`src/hdl/pip_pkg.sv`:
```
// ----------------------------------------------------------------------------
// pip_pkg: shared types and constants for the winding-number test
// Coordinate, product and count widths, and the stage records passed
// between the entry, product and accumulate stages.
// ----------------------------------------------------------------------------
`default_nettype none

package pip_pkg;

  localparam int FIELD_BITS   = 16;
  localparam int COORD_BITS   = 16;
  localparam int MAX_VERTICES = 4096;
  localparam int CNT_BITS     = $clog2(MAX_VERTICES + 2);
  localparam int ACC_BITS     = 13;

  typedef logic signed [FIELD_BITS-1:0]   field_t;
  typedef logic signed [COORD_BITS-1:0]   coord_t;
  typedef logic signed [COORD_BITS:0]     diff_t;
  typedef logic signed [2*COORD_BITS+1:0] prod_t;
  typedef logic signed [2*COORD_BITS+2:0] orient_t;
  typedef logic signed [ACC_BITS-1:0]     acc_t;
  typedef logic [CNT_BITS-1:0]            count_t;

  localparam acc_t ACC_MAX = acc_t'((1 << (ACC_BITS - 1)) - 1);
  localparam acc_t ACC_MIN = acc_t'(-(1 << (ACC_BITS - 1)));

  // one edge, a -> b
  typedef struct packed {
    coord_t ax;
    coord_t ay;
    coord_t bx;
    coord_t by;
  } edge_t;

  // entry stage record: query point plus the open edge and the closing edge, each with an enable
  typedef struct packed {
    coord_t qx;
    coord_t qy;
    edge_t  e0;
    logic   e0_en;
    edge_t  e1;
    logic   e1_en;
    logic   last;
    logic   ovf;
  } s1_t;

  // per-edge cross product terms and flags
  typedef struct packed {
    logic  en;
    prod_t p0;
    prod_t p1;
    logic  in_box;
    logic  up;
    logic  down;
  } edge_term_t;

  // product stage record
  typedef struct packed {
    edge_term_t t0;
    edge_term_t t1;
    logic       last;
    logic       ovf;
  } s2_t;

  typedef struct packed {
    acc_t acc;
    logic hit;
  } tally_t;

endpackage

`default_nettype wire

```
`src/hdl/point_in_polygon_winding_number.sv`:
```
// ----------------------------------------------------------------------------
// point_in_polygon_winding_number: streaming winding-number polygon test
// Vertices arrive in order with the query point; one result per polygon.
// ----------------------------------------------------------------------------
//  channel  | handshake                   | payload
//  ---------+-----------------------------+-------------------------------------
//  vertex   | vertex_valid / vertex_stall | query_x/y, vertex_x/y, last_vertex
//  result   | result_valid / result_stall | inside_res, on_boundary,
//           |                             | winding_count, vertex_overflow
//
// One vertex per cycle unless vertex_stall is set; three register stages
// (entry, product, accumulate) carry the last vertex to its result.
// The two 17x17 orientation products per edge set the product stage depth.
// Reset clears the stage valid flags, the count and the polygon state.
// A stalled result holds only items that close a polygon; other vertices
// keep flowing into the accumulator.
// ----------------------------------------------------------------------------
`default_nettype none

module point_in_polygon_winding_number
  import pip_pkg::*;
(
  input  logic   clk,
  input  logic   rst,
  input  field_t query_x,
  input  field_t query_y,
  input  field_t vertex_x,
  input  field_t vertex_y,
  input  logic   last_vertex,
  input  logic   vertex_valid,
  output logic   vertex_stall,
  output logic   inside_res,
  output logic   on_boundary,
  output acc_t   winding_count,
  output logic   vertex_overflow,
  output logic   result_valid,
  input  logic   result_stall
);

  s1_t  s1;
  s2_t  s2;
  logic s1_valid, s1_take;
  logic s2_valid, s2_take;

  pip_entry u_entry (
    .clk          (clk),
    .rst          (rst),
    .query_x      (query_x),
    .query_y      (query_y),
    .vertex_x     (vertex_x),
    .vertex_y     (vertex_y),
    .last_vertex  (last_vertex),
    .vertex_valid (vertex_valid),
    .vertex_stall (vertex_stall),
    .s1           (s1),
    .s1_valid     (s1_valid),
    .s1_take      (s1_take)
  );

  pip_prod u_prod (
    .clk      (clk),
    .rst      (rst),
    .s1       (s1),
    .s1_valid (s1_valid),
    .s1_take  (s1_take),
    .s2       (s2),
    .s2_valid (s2_valid),
    .s2_take  (s2_take)
  );

  pip_accum u_accum (
    .clk             (clk),
    .rst             (rst),
    .s2              (s2),
    .s2_valid        (s2_valid),
    .s2_take         (s2_take),
    .result_valid    (result_valid),
    .result_stall    (result_stall),
    .inside_res      (inside_res),
    .on_boundary     (on_boundary),
    .winding_count   (winding_count),
    .vertex_overflow (vertex_overflow)
  );

  // a new result comes only from a closing item in the product stage
  a_result_source: assert property (@(posedge clk) disable iff (rst)
    $rose(result_valid) |-> $past(s2_valid) && $past(s2.last))
    else $error("result without closing item");

  // an empty entry stage never backs up the vertex side
  a_entry_free: assert property (@(posedge clk) disable iff (rst)
    !s1_valid |-> !vertex_stall)
    else $error("stall with empty entry stage");

  // an entry item not passed on stays in place
  a_entry_hold: assert property (@(posedge clk) disable iff (rst)
    s1_valid && !s1_take |=> s1_valid && $stable(s1))
    else $error("entry item lost");

  // the result side only blocks items that close a polygon
  a_open_flow: assert property (@(posedge clk) disable iff (rst)
    s2_valid && !s2.last |-> s2_take)
    else $error("open edge held by result side");

endmodule

`default_nettype wire

```
`src/hdl/pip_entry.sv`:
```
// ----------------------------------------------------------------------------
// pip_entry: input register and polygon vertex tracking
// Captures each vertex, pairs it with the previous and first vertex to
// form the open edge and the closing edge, and counts vertices.
// ----------------------------------------------------------------------------
`default_nettype none

module pip_entry
  import pip_pkg::*;
(
  input  logic   clk,
  input  logic   rst,
  input  field_t query_x,
  input  field_t query_y,
  input  field_t vertex_x,
  input  field_t vertex_y,
  input  logic   last_vertex,
  input  logic   vertex_valid,
  output logic   vertex_stall,
  output s1_t    s1,
  output logic   s1_valid,
  input  logic   s1_take
);

  coord_t first_vx, first_vy, prev_vx, prev_vy;
  logic   have_first;
  count_t vertex_counter;

  coord_t qx, qy, vx, vy;
  count_t count_next;
  logic   in_xfer;

  assign qx = coord_t'(query_x[COORD_BITS-1:0]);
  assign qy = coord_t'(query_y[COORD_BITS-1:0]);
  assign vx = coord_t'(vertex_x[COORD_BITS-1:0]);
  assign vy = coord_t'(vertex_y[COORD_BITS-1:0]);

  assign vertex_stall = s1_valid && !s1_take;
  assign in_xfer      = vertex_valid && !vertex_stall;

  // saturates one past the limit
  assign count_next = (vertex_counter <= count_t'(MAX_VERTICES)) ?
                      vertex_counter + count_t'(1) : vertex_counter;

  always_ff @(posedge clk) begin
    if (rst) begin
      s1_valid       <= 1'b0;
      have_first     <= 1'b0;
      vertex_counter <= '0;
    end else begin
      if (in_xfer) begin
        s1_valid <= 1'b1;
      end else if (s1_take) begin
        s1_valid <= 1'b0;
      end
      if (in_xfer) begin
        if (last_vertex) begin
          have_first     <= 1'b0;
          vertex_counter <= '0;
        end else begin
          have_first     <= 1'b1;
          vertex_counter <= count_next;
        end
      end
    end
  end

  always_ff @(posedge clk) begin
    if (in_xfer) begin
      prev_vx <= vx;
      prev_vy <= vy;
      if (!have_first) begin
        first_vx <= vx;
        first_vy <= vy;
      end
      s1.qx    <= qx;
      s1.qy    <= qy;
      s1.e0    <= '{ax: prev_vx, ay: prev_vy, bx: vx, by: vy};
      s1.e0_en <= have_first;
      // closing edge; a lone vertex closes onto itself
      s1.e1    <= have_first ? edge_t'{ax: vx, ay: vy, bx: first_vx, by: first_vy}
                             : edge_t'{ax: vx, ay: vy, bx: vx, by: vy};
      s1.e1_en <= last_vertex;
      s1.last  <= last_vertex;
      s1.ovf   <= count_next > count_t'(MAX_VERTICES);
    end
  end

endmodule

`default_nettype wire

```
`src/hdl/pip_prod.sv`:
```
// ----------------------------------------------------------------------------
// pip_prod: cross product stage
// Forms the two orientation products, the bounding box test and the
// crossing direction for both edges of an item and registers them.
// ----------------------------------------------------------------------------
`default_nettype none

module pip_prod
  import pip_pkg::*;
(
  input  logic clk,
  input  logic rst,
  input  s1_t  s1,
  input  logic s1_valid,
  output logic s1_take,
  output s2_t  s2,
  output logic s2_valid,
  input  logic s2_take
);

  function automatic edge_term_t edge_eval(edge_t e, logic en, coord_t qx, coord_t qy);
    diff_t      dbx, dby, dqx, dqy;
    prod_t      p0, p1;
    logic       box_x, box_y;
    edge_term_t t;
    dbx = diff_t'(e.bx) - diff_t'(e.ax);
    dby = diff_t'(e.by) - diff_t'(e.ay);
    dqx = diff_t'(qx) - diff_t'(e.ax);
    dqy = diff_t'(qy) - diff_t'(e.ay);
    p0  = dbx * dqy;
    p1  = dby * dqx;
    box_x = (e.ax <= e.bx) ? (qx >= e.ax && qx <= e.bx) : (qx >= e.bx && qx <= e.ax);
    box_y = (e.ay <= e.by) ? (qy >= e.ay && qy <= e.by) : (qy >= e.by && qy <= e.ay);
    t.en     = en;
    t.p0     = p0;
    t.p1     = p1;
    t.in_box = box_x && box_y;
    t.up     = (e.ay <= qy) && (e.by > qy);
    t.down   = (e.ay > qy) && (e.by <= qy);
    return t;
  endfunction

  assign s1_take = s1_valid && (!s2_valid || s2_take);

  always_ff @(posedge clk) begin
    if (rst) begin
      s2_valid <= 1'b0;
    end else if (s1_take) begin
      s2_valid <= 1'b1;
    end else if (s2_take) begin
      s2_valid <= 1'b0;
    end
  end

  always_ff @(posedge clk) begin
    if (s1_take) begin
      s2.t0   <= edge_eval(s1.e0, s1.e0_en, s1.qx, s1.qy);
      s2.t1   <= edge_eval(s1.e1, s1.e1_en, s1.qx, s1.qy);
      s2.last <= s1.last;
      s2.ovf  <= s1.ovf;
    end
  end

endmodule

`default_nettype wire

```
`src/hdl/pip_accum.sv`:
```
// ----------------------------------------------------------------------------
// pip_accum: winding count accumulator and result register
// Resolves the sign of each orientation, updates the saturating count and
// the sticky boundary flag, and holds the result until it is taken.
// ----------------------------------------------------------------------------
`default_nettype none

module pip_accum
  import pip_pkg::*;
(
  input  logic clk,
  input  logic rst,
  input  s2_t  s2,
  input  logic s2_valid,
  output logic s2_take,
  output logic result_valid,
  input  logic result_stall,
  output logic inside_res,
  output logic on_boundary,
  output acc_t winding_count,
  output logic vertex_overflow
);

  function automatic tally_t edge_tally(tally_t cur, edge_term_t t);
    prod_t   p0, p1;
    orient_t o;
    tally_t  r;
    r  = cur;
    p0 = t.p0;
    p1 = t.p1;
    o  = orient_t'(p0) - orient_t'(p1);
    if (t.en) begin
      if (t.in_box && o == '0) begin
        r.hit = 1'b1;
      end else if (t.up && o > 0 && cur.acc < ACC_MAX) begin
        r.acc = cur.acc + acc_t'(1);
      end else if (t.down && o < 0 && cur.acc > ACC_MIN) begin
        r.acc = cur.acc - acc_t'(1);
      end
    end
    return r;
  endfunction

  acc_t   winding_acc;
  logic   boundary_hit;
  tally_t mid, fin;
  logic   out_ready;

  assign out_ready = !result_valid || !result_stall;
  // items that close no polygon never wait on the result side
  assign s2_take   = s2_valid && (!s2.last || out_ready);

  assign mid = edge_tally('{acc: winding_acc, hit: boundary_hit}, s2.t0);
  assign fin = edge_tally(mid, s2.t1);

  always_ff @(posedge clk) begin
    if (rst) begin
      winding_acc  <= '0;
      boundary_hit <= 1'b0;
      result_valid <= 1'b0;
    end else begin
      if (s2_take) begin
        if (s2.last) begin
          winding_acc  <= '0;
          boundary_hit <= 1'b0;
        end else begin
          winding_acc  <= fin.acc;
          boundary_hit <= fin.hit;
        end
      end
      if (s2_take && s2.last) begin
        result_valid <= 1'b1;
      end else if (!result_stall) begin
        result_valid <= 1'b0;
      end
    end
  end

  always_ff @(posedge clk) begin
    if (s2_take && s2.last) begin
      inside_res      <= fin.hit || (fin.acc != '0);
      on_boundary     <= fin.hit;
      winding_count   <= fin.acc;
      vertex_overflow <= s2.ovf;
    end
  end

endmodule

`default_nettype wire
```
`config.mk`:
```
export PLATFORM = sky130hd
export DESIGN_NAME = point_in_polygon_winding_number
export DESIGN_NICKNAME = d
export VERILOG_FILES = /design/src/hdl/pip_pkg.sv /design/src/hdl/point_in_polygon_winding_number.sv /design/src/hdl/pip_entry.sv /design/src/hdl/pip_prod.sv /design/src/hdl/pip_accum.sv
export SDC_FILE = /design/constraint.sdc
export NUM_CORES = 2
export LEC_CHECK = 0
export BUFFER_PORTS_ARGS = -buffer_cell sky130_fd_sc_hd__buf_4
export CORE_ASPECT_RATIO = 0.8
export CORE_UTILIZATION = 44
export DETAILED_ROUTE_END_ITERATION = 8
export PLACE_DENSITY = 0.64
export SLEW_MARGIN = 0
export SYNTH_ARGS = -nofsm -noshare
export SYNTH_HDL_FRONTEND = slang
export SYNTH_SLANG_ARGS = --single-unit
```
`constraint.sdc`:
```
create_clock -name clk -period 12.2 [get_ports clk]
set_input_delay 2.44 -clock clk [delete_from_list [all_inputs] [get_ports clk]]
set_output_delay 2.44 -clock clk [all_outputs]
set_load 0.02 [all_outputs]
```
* Word level (Yosys, flattened, before mapping)
Cells that the tools add are included.
** Storage, ports and cells
- Output and inout port bits :: 18
- Logic and storage cells :: 169
- Register bits :: 387
** Cells by class
- Bitwise gates (word level) :: 1
- Multiplexer cells :: 26
- Eq/ne operators :: 1
- $add $sub $neg :: 15
- Magnitude comparators :: 38
- $mul :: 4
- Reductions and logical operators :: 45
** Operator list (count)
- $le A16 B16 Y1 :: 16
- $mul A17 B17 Y34 :: 4
- $sub A16 B16 Y17 :: 8
- $ge A16 B16 Y1 :: 8
- $mux W13 :: 9
- $gt A35 B1 Y1 const B :: 2
- $logic_not A35 Y1 :: 2
- $lt A35 B1 Y1 const B :: 2
- $sub A34 B34 Y35 :: 2
- $gt A16 B16 Y1 :: 4
- $gt A13 B13 Y1 const B :: 3
- $mux W32 :: 1
- $logic_and A1 B1 Y1 :: 29
- $mux W14 :: 2
- $add A13 B2 Y13 const B :: 2
- $lt A13 B13 Y1 const B :: 2
- $sub A13 B2 Y13 const B :: 2
- $mux W1 :: 14
- $add A13 B1 Y13 const B :: 1
- $le A13 B13 Y1 const B :: 1
- $reduce_bool A13 Y1 :: 1
- $logic_not A1 Y1 :: 6
- $logic_or A1 B1 Y1 :: 4
- $reduce_bool A2 Y1 :: 2
- 3 further kinds :: 3

* Depth between registers and ports, before layout
- Word-level depth :: 16
- Gate-level depth with buffers :: 46
- Mapped depth without buffers :: 45

* Cells and area by module
A second synthesis with hierarchy kept.
** Unflattened totals
- Cell total of the unflattened synthesis :: 7325
- Area, all modules :: 68562.0 µm²
** By module, submodules not included
- pip_prod :: cells an instance 5985, instances 1, area each 55095.3 µm²
- pip_accum :: cells an instance 968, instances 1, area each 6862.8 µm²
- pip_entry :: cells an instance 372, instances 1, area each 6603.8 µm²

* Worst setup path after synthesis
OpenSTA, ideal clock, no wires.
- Path type :: register to register
- Start point :: register, netlist name u_entry.s1[85]
- End point :: register, netlist name u_prod.s2[72]
- Data required time :: 11.940 ns
- Path buffers :: 1
- Cell stages (with the launch flop) :: 46
- Path slack :: 2.440 ns
- Arrival time :: 9.500 ns
- Period minus slack after synthesis :: 9.760 ns
- Library setup time :: 0.260 ns
- Path through :: edfxtp_1 inv_1 ha_1 nor2b_1 o21ai_0 a21boi_0 o21ai_0 a21boi_0 o21ai_0 a21boi_0 o21ai_0 nand2b_1 a21o_1 a21o_1 a21o_1 a21o_1 a21oi_1 o21bai_1 (+10 left out) fa_1 inv_1 fa_1 inv_1 ha_1 inv_1 nor2_1 o21ai_0 o31ai_1 o41ai_1 o21ai_0 o211ai_1 nand2_1 a41o_1 o41ai_1 o21bai_1 a21oi_1 xnor2_1

* Final worst setup path
- Start point :: register, netlist name u_entry.s1[69]
- End point :: register, netlist name u_prod.s2[110]
** On the way
- Cells in the longest elaborated chain, start to end :: 2
** Ends and longest elaborated chain
- $sub A16 B16 Y17 :: RTL line pip_prod.sv:27 : dby = diff_t'(e.by) - diff_t'(e.ay);
- $mul A17 B17 Y34 :: RTL line pip_prod.sv:31 : p1 = dby * dqx;
No other way between the ends.
A chain may end at the register's enable or synchronous reset.

==> results.sh <==
export IMPL_slew_headroom_pct=-3.08
export IMPL_clock_sinks=355
export IMPL_synth_area_top_cells="fa_1 (36%), edfxtp_1 (15%), ha_1 (11%)"
export IMPL_max_stage_delay_ps=910
export IMPL_postCtsSetupBuffers=0
export IMPL_critPathBufInv=3
export IMPL_period_share_pct=88.5
export IMPL_synth_compound_area_share_pct=8.88
export IMPL_synth_seq_area_share_pct=15.4
export IMPL_min_delay_start="u_entry.s1[2]$_DFFE_PP_"
export IMPL_synth_xor_area_share_pct=4.20
export IMPL_syn_to_final_growth_pct=7.32
export IMPL_finClkSkew_ps=45.1
export IMPL_tightestPinTransition_ps=1540
export IMPL_crit_path_start_kind="flip-flop"
export IMPL_first_pass_iters=7
export IMPL_routed_wirelength_um=198000
export IMPL_dp_worst_setup_slack_ps=1440
export IMPL_maxCapViolations=1
export IMPL_fin_ws_ps=1400
export IMPL_pin_count=87
export IMPL_netlist_instances=7274
export IMPL_rsz0062_at_grt="no"
export IMPL_cts_buffers=44
export IMPL_yosysWarningCount=0
export IMPL_grt_busiest_layer="met2"
export IMPL_grt_use_met1_pct=36.0
export IMPL_die_x_um=438
export IMPL_wl_per_cell_um=21.1
export IMPL_via_count=50900
export IMPL_start_util_pct=44.6
export IMPL_drc=0
export IMPL_setup_tns_ps=0
export IMPL_cts_resized=0
export IMPL_nFillCells=14200
export IMPL_crit_family="compound AO/OA/AOI/OAI gates"
export IMPL_drive_gt1_share_pct=5.72
export IMPL_status="finished, violations left"
export IMPL_syn_area_per_cell_um2=9.22
export IMPL_ant_nets=0
export IMPL_multi_input_area_um2=50300
export IMPL_synth_top_flop_cell="edfxtp_1"
export IMPL_globalRouteMet2Util_pct=41.6
export IMPL_cp_required_ps=12580
export IMPL_grt_ovfl_total=0
export IMPL_crit_type="reg2reg"
export IMPL_rows=127
export IMPL_finalMaxSlewViolations=10
export IMPL_drt_iter0_drc=3927
export IMPL_synthesis_area_um2=67000
export IMPL_synthSimpleGateAreaFrac_pct=14.6
export IMPL_cts_tree="done"
export IMPL_netlist_cell_type_count=107
export IMPL_use_met3_pct=4.66
export IMPL_place_gp_congestion=0.939
export IMPL_arrival_ps=11180
export IMPL_crit_path_end_kind="flip-flop"
export IMPL_r2r_end="u_prod.s2[110]$_DFFE_PP_"
export IMPL_timing_fmax_ghz=0.0926
export IMPL_first_global_vias=53100
export IMPL_hpwl_um=164000
export IMPL_r2r_cells=39
export IMPL_port_buffers=86
export IMPL_hold_class="reg2reg"
export IMPL_clk_pin_slew_worst_paths_ps=70
export IMPL_finalHoldViolations=0
export IMPL_synth_edf_count=324
export IMPL_worstSkewPairLatency_ps=650
export IMPL_r2r_start="u_entry.s1[69]$_DFFE_PP_"
export IMPL_synth_adder_area_share_pct=46.4
export IMPL_violations="max-capacitance violations, max-slew violations"
export IMPL_grt_pass1_wl_um=313000
export IMPL_fp_coreArea_um2=150000
export IMPL_synth_top_area_share_pct=35.7
export IMPL_nNetsFinal=9181
export IMPL_period_needed_ps=10800
export IMPL_cts_hold_buf=0
export IMPL_worstHoldPathCells=0
export IMPL_cp_slowest_cell="nor2_1"
export IMPL_grt_antenna_before_repair=11
export IMPL_cts_buffer_depth=3
export IMPL_grt_usage_pct=26.5
export IMPL_cts_root_buffer="clkbuf_16"
export IMPL_dieHeight_um=351
export IMPL_final_seq_area_um2=10400
export IMPL_dieArea_um2=154000
export IMPL_grt_max_degree=82
export IMPL_synth_fp_nets=9115
export IMPL_min_to="u_prod.s2[73]$_DFFE_PP_"
export IMPL_setup_violations=0
export IMPL_h_tree_depth=2
export IMPL_synth_top_cell_by_area="fa_1"
export IMPL_synth_top_family_by_area="adder cells"
export IMPL_layout_commonest_cell="inv_1"
export IMPL_vias_per_cell=5.43
export IMPL_mostFrequentLayoutCells="inv_1 (1531), fa_1 (1194), nand2_1 (781)"
export IMPL_synthMuxAreaShare_pct=0.765
export IMPL_r2r_slack_ps=1400
export IMPL_ys_ff_latch=355
export IMPL_path_max_fanout=11
export IMPL_crit_top_cell="o21ai_0"
export IMPL_synthArstFlopShare_pct=0
## cells in the mapped netlist (11+ instances only)
master	number
a31oi_1	22
o211ai_1	24
a21o_1	107
xor2_1	103
nand2b_1	97
nand4_1	60
a2111oi_0	17
inv_1	1532
o41ai_1	13
o2111ai_1	11
a21boi_0	54
xnor2_1	215
a22oi_1	12
o21bai_1	28
edfxtp_1	324
nor2b_1	91
nand3_1	78
a211oi_1	32
ha_1	578
nor2_1	760
nand2_1	781
dfxtp_1	31
o21a_1	38
fa_1	1194
and2_1	39
clkbuf_1	161
nor4_1	29
nor3_1	93
or3_1	22
buf_2	19
a21oi_1	200
and4_1	13
o31ai_1	28
and3_1	29
mux2_2	38
or2_2	35
o21ai_0	182
## area by class of cell
class | count | area share, %
clock inverter | 22 | 0.318
inverter | 1532 | 8.00
clock buffer | 59 | 1.72
sequential | 355 | 14.4
tap | 1999 | 3.48
multi-input combinational | 5199 | 69.9
timing repair buffer | 208 | 2.17
antenna | 4 | 0.0139
## state kept, by name, indices dropped and copies added, names as in the netlist
register                 flops
u_prod.s2_valid              1
u_accum.on_boundary          1
u_accum.inside_res           1
u_entry.vertex_counter      13
u_accum.boundary_hit         1
u_entry.first_vy            16
u_entry.s1_valid             1
u_accum.winding_count       13
u_accum.winding_acc         13
u_accum.result_valid         1
u_entry.have_first           1
u_accum.vertex_overflow      1
u_prod.s2                  145
u_entry.first_vx            16
u_entry.s1                 131
## cells by family after synthesis
| kind of cell | after synthesis |
|---|---|
| simple gates | 2179 |
| fa+ha+maj | 1772 |
| buf+inv | 1720 |
| compound gates | 882 |
| flops | 355 |
| xor+xnor | 320 |
| mux | 46 |
## per-layer routing
metal  vias up  part of all wire [%]
met4         6                   4.8
met3       406                   8.0
met5         -                 0.023
met1     25500                    43
met2      1895                    44
li1      23100                     -
## worst max path at each step
stage | from | to | cells past startpoint
after global placement | u_entry.s1[84]$_DFFE_PP_ | u_prod.s2[144]$_DFFE_PP_ | 41
after CTS | u_entry.s1[69]$_DFFE_PP_ | u_prod.s2[72]$_DFFE_PP_ | 40
after floorplan | u_entry.s1[85]$_DFFE_PP_ | u_prod.s2[72]$_DFFE_PP_ | 45
after global routing | u_entry.s1[85]$_DFFE_PP_ | u_prod.s2[144]$_DFFE_PP_ | 43
after detailed placement | u_entry.s1[69]$_DFFE_PP_ | u_prod.s2[72]$_DFFE_PP_ | 40
final | u_entry.s1[69]$_DFFE_PP_ | u_prod.s2[110]$_DFFE_PP_ | 39
## metrics by stage
stage	util, %	cells	cell area [um2]	hold WS, ps
2_1_floorplan	-	7274	67000	400
3_3_place_gp	46.8	9293	70500	401
3_5_place_dp	46.8	9293	70500	408
4_1_cts	47.8	9374	71900	427
5_1_grt	47.8	9378	72000	435
6_report	47.8	9378	72000	418
Power is not shown: default switching activity piles up to over one toggle a cycle in this logic, so the estimate is an artifact.
